===== config.mk =====
export PLATFORM = sky130hd
export DESIGN_NAME = grid_cell_range_binner_core_flat
export DESIGN_NICKNAME = d
export VERILOG_FILES = /design/src/rtl/core/gcrb_pkg.sv /design/src/rtl/core/gcrb_if.sv /design/src/rtl/core/grid_cell_range_binner_core.sv /design/src/flat_wrapper.sv
export VERILOG_INCLUDE_DIRS = /design/src /design/src/rtl/core
export SDC_FILE = /design/constraint.sdc
export NUM_CORES = 1
export LEC_CHECK = 0
export BUFFER_PORTS_ARGS = -buffer_cell sky130_fd_sc_hd__buf_4
export CAP_MARGIN = 20
export CORE_ASPECT_RATIO = 0.75
export CORE_UTILIZATION = 45
export CTS_CLUSTER_DIAMETER = 150
export DETAILED_ROUTE_END_ITERATION = 6
export PLACE_DENSITY_LB_ADDON = 0.1
export SYNTH_ARGS = -nofsm -noshare
export SYNTH_HDL_FRONTEND = slang
export SYNTH_SLANG_ARGS = --single-unit

===== constraint.sdc =====
create_clock -name clk -period 5.96 [get_ports clk]
set_clock_uncertainty 0.05 [all_clocks]
set_input_delay 0.894 -clock clk [delete_from_list [all_inputs] [get_ports clk]]
set_output_delay 0.894 -clock clk [all_outputs]
set_load 0.05 [all_outputs]

===== src/rtl/core/grid_cell_range_binner_core_macros.svh =====
// assertion helpers for the grid binner core
`ifndef GRID_CELL_RANGE_BINNER_CORE_MACROS_SVH
`define GRID_CELL_RANGE_BINNER_CORE_MACROS_SVH

// same-cycle implication
`define GCRB_ASSERT_IMP(lbl, ante, cons, msg) \
  lbl: assert property (@(posedge clk) disable iff (rst) (ante) |-> (cons)) else $error(msg);

// next-cycle implication
`define GCRB_ASSERT_NXT(lbl, ante, cons, msg) \
  lbl: assert property (@(posedge clk) disable iff (rst) (ante) |=> (cons)) else $error(msg);

`endif


===== src/rtl/core/gcrb_pkg.sv =====
`default_nettype none
package gcrb_pkg;

  localparam int COORD_W    = 24;
  localparam int CFG_IDX_W  = 3;
  localparam int CFG_DATA_W = 24;
  localparam int DIM_W      = 4;
  localparam int SIZE_W     = 23;
  localparam int POS_W      = 3;
  localparam int INDEX_W    = 6;
  localparam int QUOT_W     = 4;

  typedef enum logic [CFG_IDX_W-1:0] {
    REG_GRID_COLS   = 3'd0,
    REG_GRID_ROWS   = 3'd1,
    REG_CELL_WIDTH  = 3'd2,
    REG_CELL_HEIGHT = 3'd3,
    REG_CAMERA_X    = 3'd4,
    REG_CAMERA_Y    = 3'd5
  } cfg_reg_t;

endpackage
`default_nettype wire


===== src/rtl/core/gcrb_if.sv =====
`default_nettype none
interface gcrb_rect_if;
  import gcrb_pkg::*;
  logic                      valid;
  logic                      ready;
  logic signed [COORD_W-1:0] rect_left;
  logic signed [COORD_W-1:0] rect_top;
  logic signed [COORD_W-1:0] rect_right;
  logic signed [COORD_W-1:0] rect_bottom;
  logic                      is_ui;
  modport source (output valid, rect_left, rect_top, rect_right, rect_bottom, is_ui,
                  input ready);
  modport sink (input valid, rect_left, rect_top, rect_right, rect_bottom, is_ui,
                output ready);
endinterface

interface gcrb_cell_if;
  import gcrb_pkg::*;
  logic               valid;
  logic               ready;
  logic [INDEX_W-1:0] cell_index;
  logic [POS_W-1:0]   cell_col;
  logic [POS_W-1:0]   cell_row;
  logic               last;
  modport source (output valid, cell_index, cell_col, cell_row, last, input ready);
  modport sink (input valid, cell_index, cell_col, cell_row, last, output ready);
endinterface

interface gcrb_cfg_if;
  import gcrb_pkg::*;
  logic                  valid;
  logic                  ready;
  logic [CFG_IDX_W-1:0]  index;
  logic [CFG_DATA_W-1:0] data;
  modport source (output valid, index, data, input ready);
  modport sink (input valid, index, data, output ready);
endinterface
`default_nettype wire


===== src/rtl/core/grid_cell_range_binner_core.sv =====
// output: after a request is binned, one cell per cycle while the cell side is ready
// binning: per edge a camera add for UI requests, a magnitude step and 4 compare-subtract steps
//   on the shared subtractor, for each edge in turn, then a setup step and an output register
// no new rectangle is accepted until the previous one has issued its last cell or proved empty
// reset: synchronous, restores grid 1x1, cell 32.0 x 32.0, camera at zero
`default_nettype none
`include "grid_cell_range_binner_core_macros.svh"
module grid_cell_range_binner_core #(
  parameter int MAX_COLS   = 8,
  parameter int MAX_ROWS   = 8,
  parameter int COORD_BITS = 24
) (
  input  wire         clk,
  input  wire         rst,
  gcrb_rect_if.sink   rect,
  gcrb_cell_if.source cells,
  gcrb_cfg_if.sink    cfg
);
  import gcrb_pkg::*;

  localparam int WW = (COORD_BITS > COORD_W + 1) ? COORD_BITS : COORD_W + 1;
  localparam int DW = ((WW > SIZE_W + 3) ? WW : SIZE_W + 3) + 1;
  localparam logic signed [WW-1:0] SAT_HI =
    {{(WW - COORD_BITS + 1){1'b0}}, {(COORD_BITS - 1){1'b1}}};
  localparam logic signed [WW-1:0] SAT_LO = ~SAT_HI;

  typedef enum logic [2:0] {S_IDLE, S_PREP, S_ABS, S_DIV, S_SETUP, S_EMIT} state_t;

  state_t state;

  logic [DIM_W-1:0]          grid_cols, grid_rows;
  logic [SIZE_W-1:0]         cell_width, cell_height;
  logic signed [COORD_W-1:0] camera_x, camera_y;

  logic signed [COORD_W-1:0] edge_l, edge_t, edge_r, edge_b;
  logic                      ui;
  logic [1:0]                edge_sel;
  logic signed [WW-1:0]      val;
  logic                      neg;
  logic [WW-1:0]             rem;
  logic [1:0]                k;
  logic [QUOT_W-1:0]         qbits;
  logic [QUOT_W-1:0]         sx, sy;
  logic [POS_W-1:0]          ex, ey;
  logic                      end_neg;
  logic [POS_W-1:0]          col, row;
  logic [INDEX_W-1:0]        row_base;

  logic               out_valid;
  logic [INDEX_W-1:0] out_index;
  logic [POS_W-1:0]   out_col, out_row;
  logic               out_last;

  logic [DIM_W-1:0]          cols_eff, rows_eff, dim;
  logic [SIZE_W-1:0]         cw_eff, ch_eff, dv;
  logic signed [COORD_W-1:0] cur_e, cam;
  logic signed [WW-1:0]      sum_w, sat_w;
  logic [DW-1:0]             trial;
  logic [QUOT_W-1:0]         qbits_next, qsat;
  logic [POS_W-1:0]          e_clamp;
  logic                      empty;
  logic                      at_last;
  logic [INDEX_W-1:0]        chk_idx;

  always_comb begin
    if (grid_cols == '0) cols_eff = DIM_W'(1);
    else if (grid_cols > DIM_W'(MAX_COLS)) cols_eff = DIM_W'(MAX_COLS);
    else cols_eff = grid_cols;
    if (grid_rows == '0) rows_eff = DIM_W'(1);
    else if (grid_rows > DIM_W'(MAX_ROWS)) rows_eff = DIM_W'(MAX_ROWS);
    else rows_eff = grid_rows;
    cw_eff = (cell_width == '0) ? SIZE_W'(1) : cell_width;
    ch_eff = (cell_height == '0) ? SIZE_W'(1) : cell_height;
    dv  = edge_sel[0] ? ch_eff : cw_eff;
    dim = edge_sel[0] ? rows_eff : cols_eff;
    unique case (edge_sel)
      2'd0: cur_e = edge_l;
      2'd1: cur_e = edge_t;
      2'd2: cur_e = edge_r;
      default: cur_e = edge_b;
    endcase
    cam   = edge_sel[0] ? camera_y : camera_x;
    sum_w = WW'(cur_e) + WW'(cam);
    if (sum_w > SAT_HI) sat_w = SAT_HI;
    else if (sum_w < SAT_LO) sat_w = SAT_LO;
    else sat_w = sum_w;
    // shared compare-subtract unit
    trial = {{(DW - WW){1'b0}}, rem} - (DW'(dv) << k);
    qbits_next = qbits;
    if (!trial[DW-1]) qbits_next[k] = 1'b1;
    qsat = qbits_next[QUOT_W-1] ? QUOT_W'(8) : {1'b0, qbits_next[QUOT_W-2:0]};
    e_clamp = (qsat >= dim) ? POS_W'(dim - DIM_W'(1)) : qsat[POS_W-1:0];
    empty = end_neg || (sx > {1'b0, ex}) || (sy > {1'b0, ey});
    at_last = (col == ex) && (row == ey);
    chk_idx = {3'b0, cells.cell_row} * {2'b0, cols_eff} + {3'b0, cells.cell_col};
  end

  assign rect.ready       = (state == S_IDLE) && !rst;
  assign cfg.ready        = !rst;
  assign cells.valid      = out_valid;
  assign cells.cell_index = out_index;
  assign cells.cell_col   = out_col;
  assign cells.cell_row   = out_row;
  assign cells.last       = out_last;

  always_ff @(posedge clk) begin
    if (rst) begin
      grid_cols   <= DIM_W'(1);
      grid_rows   <= DIM_W'(1);
      cell_width  <= SIZE_W'(512);
      cell_height <= SIZE_W'(512);
      camera_x    <= '0;
      camera_y    <= '0;
    end else if (cfg.valid) begin
      unique case (cfg_reg_t'(cfg.index))
        REG_GRID_COLS:   grid_cols   <= cfg.data[DIM_W-1:0];
        REG_GRID_ROWS:   grid_rows   <= cfg.data[DIM_W-1:0];
        REG_CELL_WIDTH:  cell_width  <= cfg.data[SIZE_W-1:0];
        REG_CELL_HEIGHT: cell_height <= cfg.data[SIZE_W-1:0];
        REG_CAMERA_X:    camera_x    <= signed'(cfg.data[COORD_W-1:0]);
        REG_CAMERA_Y:    camera_y    <= signed'(cfg.data[COORD_W-1:0]);
        default: ;
      endcase
    end
  end

  always_ff @(posedge clk) begin
    if (rst) begin
      state     <= S_IDLE;
      out_valid <= 1'b0;
      edge_sel  <= '0;
      k         <= '0;
      end_neg   <= 1'b0;
    end else begin
      if (cells.ready && state != S_EMIT) out_valid <= 1'b0;
      unique case (state)
        S_IDLE: begin
          if (rect.valid) begin
            edge_l   <= rect.rect_left;
            edge_t   <= rect.rect_top;
            edge_r   <= rect.rect_right;
            edge_b   <= rect.rect_bottom;
            ui       <= rect.is_ui;
            edge_sel <= '0;
            end_neg  <= 1'b0;
            state    <= S_PREP;
          end
        end
        S_PREP: begin
          val   <= ui ? sat_w : WW'(cur_e);
          state <= S_ABS;
        end
        S_ABS: begin
          neg   <= val[WW-1];
          rem   <= val[WW-1] ? WW'(-val) : WW'(val);
          qbits <= '0;
          k     <= 2'd3;
          state <= S_DIV;
        end
        S_DIV: begin
          qbits <= qbits_next;
          if (!trial[DW-1]) rem <= trial[WW-1:0];
          k <= k - 2'd1;
          if (k == 2'd0) begin
            if (!edge_sel[1]) begin
              // start edge, clamp at zero
              if (edge_sel[0]) sy <= neg ? '0 : qsat;
              else sx <= neg ? '0 : qsat;
            end else begin
              // end edge, clamp at grid size less one
              if (neg && qsat != '0) end_neg <= 1'b1;
              if (edge_sel[0]) ey <= neg ? '0 : e_clamp;
              else ex <= neg ? '0 : e_clamp;
            end
            edge_sel <= edge_sel + 2'd1;
            state    <= (edge_sel == 2'd3) ? S_SETUP : S_PREP;
          end
        end
        S_SETUP: begin
          if (empty) begin
            state <= S_IDLE;
          end else begin
            col      <= sx[POS_W-1:0];
            row      <= sy[POS_W-1:0];
            row_base <= {3'b0, sy[POS_W-1:0]} * {2'b0, cols_eff};
            state    <= S_EMIT;
          end
        end
        S_EMIT: begin
          if (!out_valid || cells.ready) begin
            out_valid <= 1'b1;
            out_index <= row_base + {3'b0, col};
            out_col   <= col;
            out_row   <= row;
            out_last  <= at_last;
            if (at_last) begin
              state <= S_IDLE;
            end else if (col == ex) begin
              col      <= sx[POS_W-1:0];
              row      <= row + POS_W'(1);
              row_base <= row_base + {2'b0, cols_eff};
            end else begin
              col <= col + POS_W'(1);
            end
          end
        end
        default: state <= S_IDLE;
      endcase
    end
  end

  `GCRB_ASSERT_IMP(a_index_row_major, cells.valid, cells.cell_index == chk_idx, "index mismatch")
  `GCRB_ASSERT_NXT(a_busy_after_request, rect.valid && rect.ready, !rect.ready, "ready after request")
  `GCRB_ASSERT_IMP(a_emit_in_range, state == S_EMIT, col <= ex && row <= ey, "cell outside range")

endmodule
`default_nettype wire


===== src/flat_wrapper.sv =====
// flat-port wrapper written by rule: the top's interface ports become plain ports
module grid_cell_range_binner_core_flat import gcrb_pkg::*;
#(
  parameter int MAX_COLS   = 8,
  parameter int MAX_ROWS   = 8,
  parameter int COORD_BITS = 24
)
  (clk, rst, rect_valid, rect_rect_left, rect_rect_top, rect_rect_right, rect_rect_bottom, rect_is_ui, rect_ready, cells_valid, cells_cell_index, cells_cell_col, cells_cell_row, cells_last, cells_ready, cfg_valid, cfg_index, cfg_data, cfg_ready);
  gcrb_rect_if rect_i ();
  gcrb_cell_if cells_i ();
  gcrb_cfg_if cfg_i ();
  input  wire clk;
  input  wire rst;
  input wire logic [$bits(rect_i.valid)-1:0] rect_valid;
  input wire logic [$bits(rect_i.rect_left)-1:0] rect_rect_left;
  input wire logic [$bits(rect_i.rect_top)-1:0] rect_rect_top;
  input wire logic [$bits(rect_i.rect_right)-1:0] rect_rect_right;
  input wire logic [$bits(rect_i.rect_bottom)-1:0] rect_rect_bottom;
  input wire logic [$bits(rect_i.is_ui)-1:0] rect_is_ui;
  output wire logic [$bits(rect_i.ready)-1:0] rect_ready;
  output wire logic [$bits(cells_i.valid)-1:0] cells_valid;
  output wire logic [$bits(cells_i.cell_index)-1:0] cells_cell_index;
  output wire logic [$bits(cells_i.cell_col)-1:0] cells_cell_col;
  output wire logic [$bits(cells_i.cell_row)-1:0] cells_cell_row;
  output wire logic [$bits(cells_i.last)-1:0] cells_last;
  input wire logic [$bits(cells_i.ready)-1:0] cells_ready;
  input wire logic [$bits(cfg_i.valid)-1:0] cfg_valid;
  input wire logic [$bits(cfg_i.index)-1:0] cfg_index;
  input wire logic [$bits(cfg_i.data)-1:0] cfg_data;
  output wire logic [$bits(cfg_i.ready)-1:0] cfg_ready;
  assign rect_i.valid = rect_valid;
  assign rect_i.rect_left = rect_rect_left;
  assign rect_i.rect_top = rect_rect_top;
  assign rect_i.rect_right = rect_rect_right;
  assign rect_i.rect_bottom = rect_rect_bottom;
  assign rect_i.is_ui = rect_is_ui;
  assign rect_ready = rect_i.ready;
  assign cells_valid = cells_i.valid;
  assign cells_cell_index = cells_i.cell_index;
  assign cells_cell_col = cells_i.cell_col;
  assign cells_cell_row = cells_i.cell_row;
  assign cells_last = cells_i.last;
  assign cells_i.ready = cells_ready;
  assign cfg_i.valid = cfg_valid;
  assign cfg_i.index = cfg_index;
  assign cfg_i.data = cfg_data;
  assign cfg_ready = cfg_i.ready;
  grid_cell_range_binner_core #(.MAX_COLS(MAX_COLS), .MAX_ROWS(MAX_ROWS), .COORD_BITS(COORD_BITS)) u_core (.clk(clk), .rst(rst), .rect(rect_i), .cells(cells_i), .cfg(cfg_i));
endmodule

==> impl_results.md, run 1 <==
* Diodes inserted at 0
* Worst slew pin tran at 1.11 ns
* I/O pin count at 145
* Core ar. at 0.0360 mm^2
* Violated checks: DRC
* Critical Path Fanout Max at 14
* Routed Antenna Nets at 0
* Chip width at 223 um
* Setup TNS at 0 ns
* Die area at 0.0374 mm^2
* Top-area cell type share of the netlist area at 34.8%
* Max clock buf depth at 3
* Placed Instance Area at 0.0181 mm^2
* Clock sinks at 302
* Layout Nets at 1967
* Yosys warning count at 0
* HPWL after DPL at 34.2 mm
* Top post-synthesis cells by area: edfxtp_1 35%, dfxtp_1 13%, nand2_1 6.5%, ha_1 6.3%, a21oi_1 5.0%
* Commonest non-fill, non-tap cell in the layout: nand2_1
* Fraction of the yosys area taken by sequential cells at 48.2%
* Most frequent cells in the layout: 286 x nand2_1, 191 x edfxtp_1, 167 x buf_4
* Area leader, netlist: edfxtp_1
* Synthesized area per cell at 10.2 um^2
* Reg-to-reg slack, setup at 0.43 ns
* Vias in the first global route at 11833
* Final Instance Area at 0.0191 mm^2
* Vias per inst at 5.68
* CTS tree: built
* Tmin final at 5.53 ns
* P_leak at 7.20 nW
* Post-CTS Hold Fix Bufs at 0
* Critical Path RT at 6.24 ns
* Clk pin slew, worst setup/hold paths at 0.06 ns
* CP endpoint kind: flop
* Placer congestion estimate at 0.905
* # DRC at 1
* Largest net degree at the start of global routing at 71
* Syn Nets at 1832
* Starting Density at 45.9%
* Final setup viols at 0
* Layout cells sized above 1 at 16.9%
* Final Hold Viols at 0
* GRT Residual Overflow at 0
* Vias at 12709
* Fin util at 53.2%
* Min-Delay Path Class: reg -> reg
* Fin. max-slew vios at 0
* Post-synth EDFFs at 191
* CTS Buf Count at 34
* Final wirelength at 45.4 mm
* Final Cycle Share at 92.8%
* Number of max-cap violations at 0
* Worst Setup Start Kind: flop
* Synth Cell Area at 0.0165 mm^2
* Syn Inst Count at 1613
* Max rail drop VDD at 0.209 mV
* Tot GR Track Use at 23.9%
* Initial antenna violation count at 0
* First-pass GRT wire length at 69.0 mm
* Ys async rst share at 0%
* H-tree depth at 2
* Die Span Y at 168 um
* Critical path type: reg -> reg
* Synthesized flop and latch total at 302
* Status: finished, violations left
* CP arrival at 5.81 ns
* Unrepaired setup endpoints after global routing: false
* Synth unique cells at 73
* Slew Limit Headroom at 25.6%
* DR pass1 iterations at 7
* Fmax at 0.181 GHz
* Worst-Skew Late Latency at 0.52 ns
* Power density over cell area at 265 mW/mm^2
* Rows at 60
* Port bufs at 144
* WL/cell at 20.3 um
* Main synth FF type: edfxtp_1
* Clock Tree Root: clkbuf_16
* Area Growth Syn to Fin at 16.0%
* DRT iter0 DRCs at 1287
==> worst max-delay path, stage by stage (launching register included) <==
cell and delay [ns]:
dfxtp_2 0.43, buf_4 0.31, mux4_2 0.56, nand2_1 0.09
o31a_1 0.14, ha_1 0.27, nor2b_1 0.16, o31a_1 0.31
o211ai_1 0.33, o211a_1 0.20, o2111ai_1 0.17, and2_1 0.24
a21o_1 0.22, and2_2 0.26, nor3_1 0.20, ha_1 0.26
a21o_1 0.15, a21o_1 0.17, a21oi_1 0.17, inv_1 0.10
a2111o_1 0.35, a21oi_1 0.19
==> logic make-up (layout without fill, tap and decap cells) <==
group           Yosys count  after routing  synth area share [%]
simple gates            524            524                  13.9
compound gates          368            368                  14.8
flops                   302            302                  48.2
buf+inv                 141            300                  3.35
mux                     105            105                  8.17
fa+ha+maj                94             94                  7.39
xor+xnor                 79             79                  4.19
==> power by group <==
part | switching (mW) | internal (mW)
combinational | 0.420 | 0.291
clock | 0.844 | 1.14
sequential | 0.0574 | 2.32
==> cells in the mapped netlist, drive strengths merged (8+ instances only) <==
cell    count
a21o       26
a21oi     175
a222oi     24
a31oi      15
and2       13
buf         9
clkbuf     62
dfxtp     111
edfxtp    191
ha         83
inv        69
mux2       28
mux2i      56
mux4       21
nand2     286
nand2b     13
nand3      18
nor2       98
nor2b      10
nor3       27
nor4       18
o21a       11
o21ai      56
o31ai       8
or2         9
or3        10
xnor2      52
xor2       27
==> per-stage QoR <==
stage	hold slack [ns]	worst slack (ns)	cells	power [mW]
after floorplan	0.383	0.309	1613	2.88
after global placement	0.390	0.499	2174	3.12
after detailed placement	0.393	0.380	2174	3.12
after CTS	0.402	0.333	2234	5.11
after global routing	0.417	0.0311	2237	5.26
final	0.399	0.432	2237	5.08
==> sequential cells by signal, indices dropped and copies added, names as in the netlist, 4 cells and up <==
| register | count |
|---|---|
| u_core.camera_x | 24 |
| u_core.camera_y | 24 |
| u_core.cell_height | 23 |
| u_core.cell_width | 23 |
| u_core.cells.cell_index | 6 |
| u_core.edge_b | 24 |
| u_core.edge_l | 24 |
| u_core.edge_r | 24 |
| u_core.edge_t | 24 |
| u_core.grid_cols | 4 |
| u_core.grid_rows | 4 |
| u_core.qbits | 4 |
| u_core.rem | 25 |
| u_core.row_base | 6 |
| u_core.sx | 4 |
| u_core.sy | 4 |
| u_core.val | 25 |
==> final cells by class <==
| class | instances | area (um^2) |
|---|---|---|
| Clock buffer | 45 | 933 |
| Clock inverter | 15 | 96.3 |
| Fill cell | 3176 | 16800 |
| Inverter | 70 | 263 |
| Multi-Input combinational cell | 1170 | 8020 |
| Sequential cell | 302 | 7960 |
| Tap cell | 465 | 582 |
| Timing Repair Buffer | 170 | 1290 |
==> path summary, 6_finish.rpt <==
path,endpoint,cells after the start,startpoint
min,u_core.camera_x[7],2,u_core.camera_x[7]
max,u_core.ey[2],21,u_core.edge_sel[0]
min reg2reg,u_core.camera_x[7],2,u_core.camera_x[7]
max reg2reg,u_core.ey[2],21,u_core.edge_sel[0]
==> metal layers <==
metal	share of wire (%)	global-route usage [%]	vias up
li1	-	-	6132
met1	50	38.2	6086
met2	41	32.7	442
met3	7.3	4.62	49
met4	1.6	5.55	0
met5	0	0	-
==> what timing repair did <==
action	CTS	global route
resized for setup	0	2
buffers inserted	0	0
setup endpoints to repair	0	6
No activity file was read; power rests on OpenSTA's default activity.
==> run 2, diff against run 1 <==
--- a/config.mk
+++ b/config.mk
@@ -9,7 +9,7 @@
 export BUFFER_PORTS_ARGS = -buffer_cell sky130_fd_sc_hd__buf_4
 export CAP_MARGIN = 20
 export CORE_ASPECT_RATIO = 0.75
-export CORE_UTILIZATION = 45
+export CORE_UTILIZATION = 40
 export CTS_CLUSTER_DIAMETER = 150
 export DETAILED_ROUTE_END_ITERATION = 6
 export PLACE_DENSITY_LB_ADDON = 0.1
==> run 2 against run 1 <==
Compared with the run above: the flow now finishes without violations; routed wire length up 3.4%; count of clock-buffer cells in the layout is 4 higher; hold slack better by 0.0013 ns; critical path type unchanged; power increased by 1.9%; sequential power barely moved; global-route usage is 1.9 points lower; highest routed layer unchanged; critical path depth is 3 higher.
==> impl_results.md, run 2 (synthesized netlist as in run 1, its figures left out) <==
* Most frequent cells in the layout: 286 x nand2_1, 191 x edfxtp_1, 170 x buf_4
* Tot GR Track Use at 22.1% (-1.9 points)
* Hold path endpoint: u_core.camera_y[12]
* Starting Density at 40.5% (-5.4 points)
* Clk pin slew, worst setup/hold paths at 0.06 ns (about the same)
* Max clock buf depth at 3 (unchanged)
* Final Cycle Share at 93.6% (+0.82 points)
* Rows at 64 (+6.7%)
* Reg2Reg Capture Point: u_core.ex[2]
* Die Span Y at 178 um (+6.0%)
* CP arrival at 5.89 ns (+0.08 ns)
* Chip width at 237 um (+6.0%)
* HPWL after DPL at 35.3 mm (+3.4%)
* Hold depth at 2 (unchanged)
* Final Hold Slack at 0.401 ns (+0.00132 ns)
* Core ar. at 0.0408 mm^2 (+13%)
* M1 WL at 23.7 mm (+3.8%)
* Worst Setup Start Kind: flop
* First-pass GRT wire length at 70.9 mm (+2.7%)
* Port bufs at 144 (unchanged)
* # DRC at 0 (-1)
* Diodes inserted at 0 (unchanged)
* Setup TNS at 0 ns (unchanged)
* P_leak at 7.27 nW (+0.91%)
* Slew Limit Headroom at 31.3% (+5.7 points)
* Area Growth Syn to Fin at 17.2%
* WL/cell at 20.3 um (+0.26%)
* Placer congestion estimate at 0.918 (+1.5%)
* Vias per inst at 5.50 (-3.1%)
* Slowest CP cell: ha_1
* Final setup viols at 0 (unchanged)
* Power density over cell area at 268 mW/mm^2 (+0.86%)
* Final wirelength at 46.9 mm (+3.4%)
* Critical Path Fanout Max at 9 (-5)
* Met2 WL at 18.8 mm (+2.0%)
* CTS tree: built
* CP peak stage delay at 0.39 ns (-0.17 ns)
* Die area at 0.0421 mm^2 (+12%)
* Max rail drop VDD at 0.199 mV (-4.7%)
* Commonest non-fill, non-tap cell in the layout: nand2_1
* DR pass1 iterations at 5 (-2)
* Biggest regs: u_core.rem x25, u_core.val x25
* Worst-Skew Late Latency at 0.54 ns (+0.02 ns)
* Fin cells at 2307 (+3.1%)
* Vias at 12694 (-0.12%)
* Critical path type: reg -> reg
* Worst slew pin tran at 1.03 ns (-0.0842 ns)
* Fin. max-slew vios at 0 (unchanged)
* Largest net degree at the start of global routing at 72 (+1.4%)
* Min-delay src: u_core.camera_y[12]
* Critical Path RT at 6.27 ns (+0.03 ns)
* Status: completed
* Initial antenna violation count at 1 (+1)
* CP endpoint kind: flop
* Clock Tree Root: clkbuf_16
* CTS Buf Count at 34 (unchanged)
* Layout Nets at 1972 (+0.25%)
* Clock sinks at 302 (unchanged)
* FF-to-FF Start: u_core.cell_width[10]
* WL met3 at 3.56 mm (+7.1%)
* Tmin final at 5.58 ns (+0.0491 ns)
* Number of max-cap violations at 0 (unchanged)
* Layout cells sized above 1 at 17.4% (+0.55 points)
* Fmax at 0.179 GHz (-0.88%)
* Routed Antenna Nets at 0 (unchanged)
* Min-Delay Path Class: reg -> reg
* Reg-to-reg slack, setup at 0.38 ns (-0.05 ns)
* Unrepaired setup endpoints after global routing: false
* Top sig layer: met4
* I/O pin count at 145 (unchanged)
* Fill count at 3706 (+17%)
* Post-Place Cells at 2242 (+3.1%)
* DRT iter0 DRCs at 1132 (-12%)
* H-tree depth at 2 (unchanged)
* Vias in the first global route at 11905 (+0.61%)
* Critical path, cell by cell: nor4_1, nand4_1, o21ai_0, o31ai_2, a21oi_1, mux2i_1, ha_1, o21a_1, o31a_1, o211ai_1, buf_4, o211a_1, o2111ai_1, and2_1, a21o_1, and2_2, nor3_1, ha_1, a21o_1, a21o_1, a21oi_1, inv_1, a2111o_1, a21oi_1
* Final Hold Viols at 0 (unchanged)
* R2R cell count at 24 (+14%)
* GRT Residual Overflow at 0 (unchanged)
==> run 2: cell count changes in the layout (fill, tap and decap cells not counted), moves of 2 or more <==
cell / before / now
buf_4: 167 / 170
buf_8: 1 / 4
clkinv_1: 9 / 6
nor2_1: 98 / 96
nor2_2: 0 / 2
==> run 2: layout make-up <==
type                       instances  area, um^2  share of cell area [%]
multi-input combinational       1170        8020                    41.5
sequential                       302        7960                    41.2
timing repair buffer             175        1350                    6.97
clock buffer                      49         983                    5.09
tap                              528         661                    3.42
inverter                          70         263                    1.36
clock inverter                    13         104                   0.537
==> run 2: routing by layer <==
metal / up-vias / GRT usage, %
met5: - / 0
met4: 0 / 5.01
met3: 45 / 4.15
met2: 393 / 30.0
met1: 6113 / 35.2
li1: 6143 / -
==> run 2: worst max-delay path: cells and delay by family, from the launching register on <==
family	cells	cell delay, ns
buffers and inverters	2	0.27
AND/OR/NAND/NOR	5	1.14
multiplexers	1	0.12
AO/OA/AOI/OAI	14	2.78
flip-flops	1	0.34
adder cells (fa/ha/maj)	2	0.70
==> run 2: what timing repair did <==
action | 4_1_cts | 5_1_grt
buffers inserted | 0 | 1
setup endpoints to repair | 0 | 6
resized for setup | 0 | 2
endpoints found under the hold margin | 0 | 0
hold buffers | 0 | 0
==> run 2: worst max path at each step <==
stage | slack [ns] | endpoint | startpoint
finish | 0.38 | u_core.ex[2] | u_core.cell_width[10]
global route | 0.009 | u_core.ey[2] | u_core.cell_width[10]
CTS | 0.30 | u_core.ex[2] | u_core.edge_sel[0]
detailed placement | 0.33 | u_core.ex[2] | u_core.edge_sel[0]
global placement | 0.48 | u_core.ex[2] | u_core.cell_width[16]
floorplan | 0.31 | u_core.ex[1] | u_core.edge_sel[0]
==> run 2: metrics by stage <==
stage	worst slack, ns	utilization [%]	area, um^2	total power, mW
final	0.383	47.4	19300	5.18
after global routing	0.00900	47.4	19300	5.37
after CTS	0.302	47.4	19300	5.21
after detailed placement	0.330	44.7	18200	3.14
after global placement	0.482	44.6	18200	3.13
after floorplan	0.309	-	16500	2.88
==> run 2: where the power goes <==
| group | switching [mW] | internal (mW) |
|---|---|---|
| clock | 0.874 | 1.20 |
| combinational | 0.427 | 0.295 |
| sequential | 0.0558 | 2.32 |
==> run 3, diff against run 2 <==
--- a/config.mk
+++ b/config.mk
@@ -8,8 +8,10 @@
 export LEC_CHECK = 0
 export BUFFER_PORTS_ARGS = -buffer_cell sky130_fd_sc_hd__buf_4
 export CAP_MARGIN = 20
+export CELL_PAD_IN_SITES_DETAIL_PLACEMENT = 0
+export CELL_PAD_IN_SITES_GLOBAL_PLACEMENT = 2
 export CORE_ASPECT_RATIO = 0.75
-export CORE_UTILIZATION = 40
+export CORE_UTILIZATION = 35
 export CTS_CLUSTER_DIAMETER = 150
 export DETAILED_ROUTE_END_ITERATION = 6
 export PLACE_DENSITY_LB_ADDON = 0.1
==> run 3 against run 2 <==
Compared with the run above: via count down 0.86%; largest cell class unchanged; power grew 2.0%; clock power is 5% higher.
==> impl_results.md, run 3 (synthesized netlist as in run 1, its figures left out) <==
* CP arrival at 5.90 ns (about the same)
* Most frequent cells in the layout: 286 x nand2_1, 191 x edfxtp_1, 174 x buf_4
* First-pass GRT wire length at 75.7 mm (+6.7%)
* Starting Density at 35.7% (-4.8 points)
* Number of max-cap violations at 0 (unchanged)
* Most frequent cell on the critical path: a21o_1
* Fin cells at 2416 (+4.7%)
* Clock sinks at 302 (unchanged)
* CP endpoint kind: flop
* Postcts setup bufs at 0 (unchanged)
* Slew Limit Headroom at 28.0% (-3.3 points)
* Final Hold Viols at 0 (unchanged)
* Port bufs at 144 (unchanged)
* Biggest regs: u_core.rem x25, u_core.val x25
* Post-Place Cells at 2350 (+4.8%)
* Final Cycle Share at 93.8% (+0.18 points)
* Layout Nets at 1978 (+0.30%)
* Setup ws final at 0.372 ns (-0.0107 ns)
* Final setup viols at 0 (unchanged)
* Vias at 12585 (-0.86%)
* Chip width at 253 um (+6.8%)
* Vias per inst at 5.21 (-5.3%)
* Final wirelength at 50.3 mm (+7.1%)
* Initial antenna violation count at 1 (unchanged)
* Worst slew pin tran at 1.05 ns (+0.0214 ns)
* CTS Buf Count at 35 (+2.9%)
* Critical path, cell by cell: buf_4, mux4_2, mux2i_1, ha_1, and4_1, a21o_1, nor2_1, o211a_1, o2111ai_1, and2_1, a21o_1, and2_2, nor3_1, ha_1, a21o_1, a21o_1, a21oi_1, inv_1, a2111o_1, a21oi_1
* Area Growth Syn to Fin at 18.7%
* Critical Path Fanout Max at 17 (+8)
* DRT iter0 DRCs at 1000 (-12%)
* Max rail drop VDD at 0.180 mV (-9.6%)
* Tmin final at 5.59 ns (+0.0107 ns)
* Worst Setup Start Kind: flop
* Commonest non-fill, non-tap cell in the layout: nand2_1
* Worst-Skew Late Latency at 0.56 ns (+0.02 ns)
* Fin. max-slew vios at 0 (unchanged)
* Final Hold Slack at 0.401 ns (+0.000456 ns)
* CP peak stage delay at 0.55 ns (+0.16 ns)
* Critical Path RT at 6.27 ns (about the same)
* H-tree depth at 2 (unchanged)
* Min-Delay Path Class: reg -> reg
* Pre-CTS WS at 0.368 ns (+0.0384 ns)
* Routed Antenna Nets at 0 (unchanged)
* Slowest CP cell: mux4_2
* P_leak at 7.32 nW (+0.75%)
* Die area at 0.0480 mm^2 (+14%)
* # DRC at 0 (unchanged)
* Core ar. at 0.0463 mm^2 (+14%)
* I/O pin count at 145 (unchanged)
* CTS tree: built
* Rows at 68 (+6.3%)
* Max clock buf depth at 3 (unchanged)
* Fin util at 42.3% (-5.1 points)
* HPWL after DPL at 38.2 mm (+8.1%)
* Power density over cell area at 270 mW/mm^2 (+0.79%)
* Tot GR Track Use at 21.1% (-0.97 points)
* Largest net degree at the start of global routing at 99 (+38%)
* Vias in the first global route at 11956 (+0.43%)
* Clk pin slew, worst setup/hold paths at 0.06 ns (about the same)
* Layout cells sized above 1 at 18.1% (+0.66 points)
* WL/cell at 20.8 um (+2.3%)
* Placer congestion estimate at 0.871 (-5.2%)
* GRT Residual Overflow at 0 (unchanged)
* Fmax at 0.179 GHz (-0.19%)
* Die Span Y at 190 um (+6.8%)
* Critical path type: reg -> reg
* Reg-to-reg slack, setup at 0.37 ns (about the same)
* Clock Tree Root: clkbuf_16
* Status: completed
* DR pass1 iterations at 5 (unchanged)
* Diodes inserted at 0 (unchanged)
## run 3: final timing paths
check | start | endpoint | cells past startpoint
max | u_core.edge_sel[0] | u_core.ey[2] | 20
min | u_core.camera_x[16] | u_core.camera_x[16] | 2
max reg2reg | u_core.edge_sel[0] | u_core.ey[2] | 20
min reg2reg | u_core.camera_x[16] | u_core.camera_x[16] | 2
## run 3: critical path: cells and delay by family (launching register included)
family                     cells  cell delay, ns
AOI/OAI and AO/OA              9            1.82
and+or+nand+nor                5            1.09
muxes                          2            0.90
adders and majority gates      2            0.63
DFF                            1            0.47
buffers and inverters          2            0.43
## run 3: timing repair
item | 4_1_cts | 5_1_grt
endpoints found under the hold margin | 0 | 0
hold buffers | 0 | 0
gates resized for setup | 0 | 4
setup endpoints to repair | 0 | 4
## run 3: through the flow
| step | power [mW] | area, um^2 | setup TNS (ns) |
|---|---|---|---|
| final | 5.28 | 19600 | 0 |
| after global routing | 5.50 | 19600 | -0.00379 |
| after CTS | 5.35 | 19500 | 0 |
| after detailed placement | 3.15 | 18400 | 0 |
| after global placement | 3.15 | 18400 | 0 |
| after floorplan | 2.88 | 16500 | 0 |
## run 3: report_power, final
part	switching (mW)	total [mW]	internal, mW
Sequential	0.0626	2.39	2.32
Clock	0.917	2.18	1.26
Combinational	0.425	0.720	0.295
## run 3: layout make-up
cell class	count	area (um^2)
Inverter	70	263
Clock buffer	45	945
Timing Repair Buffer	180	1400
Fill cell	4578	26700
Multi-Input combinational cell	1170	8040
Clock inverter	19	183
Tap cell	630	788
Sequential cell	302	7960
## run 3: layer usage
metal	global-route usage, %	share of wire, %
met5	0	0
met4	5.24	1.8
met3	3.41	4.9
met2	27.7	39
met1	34.6	54
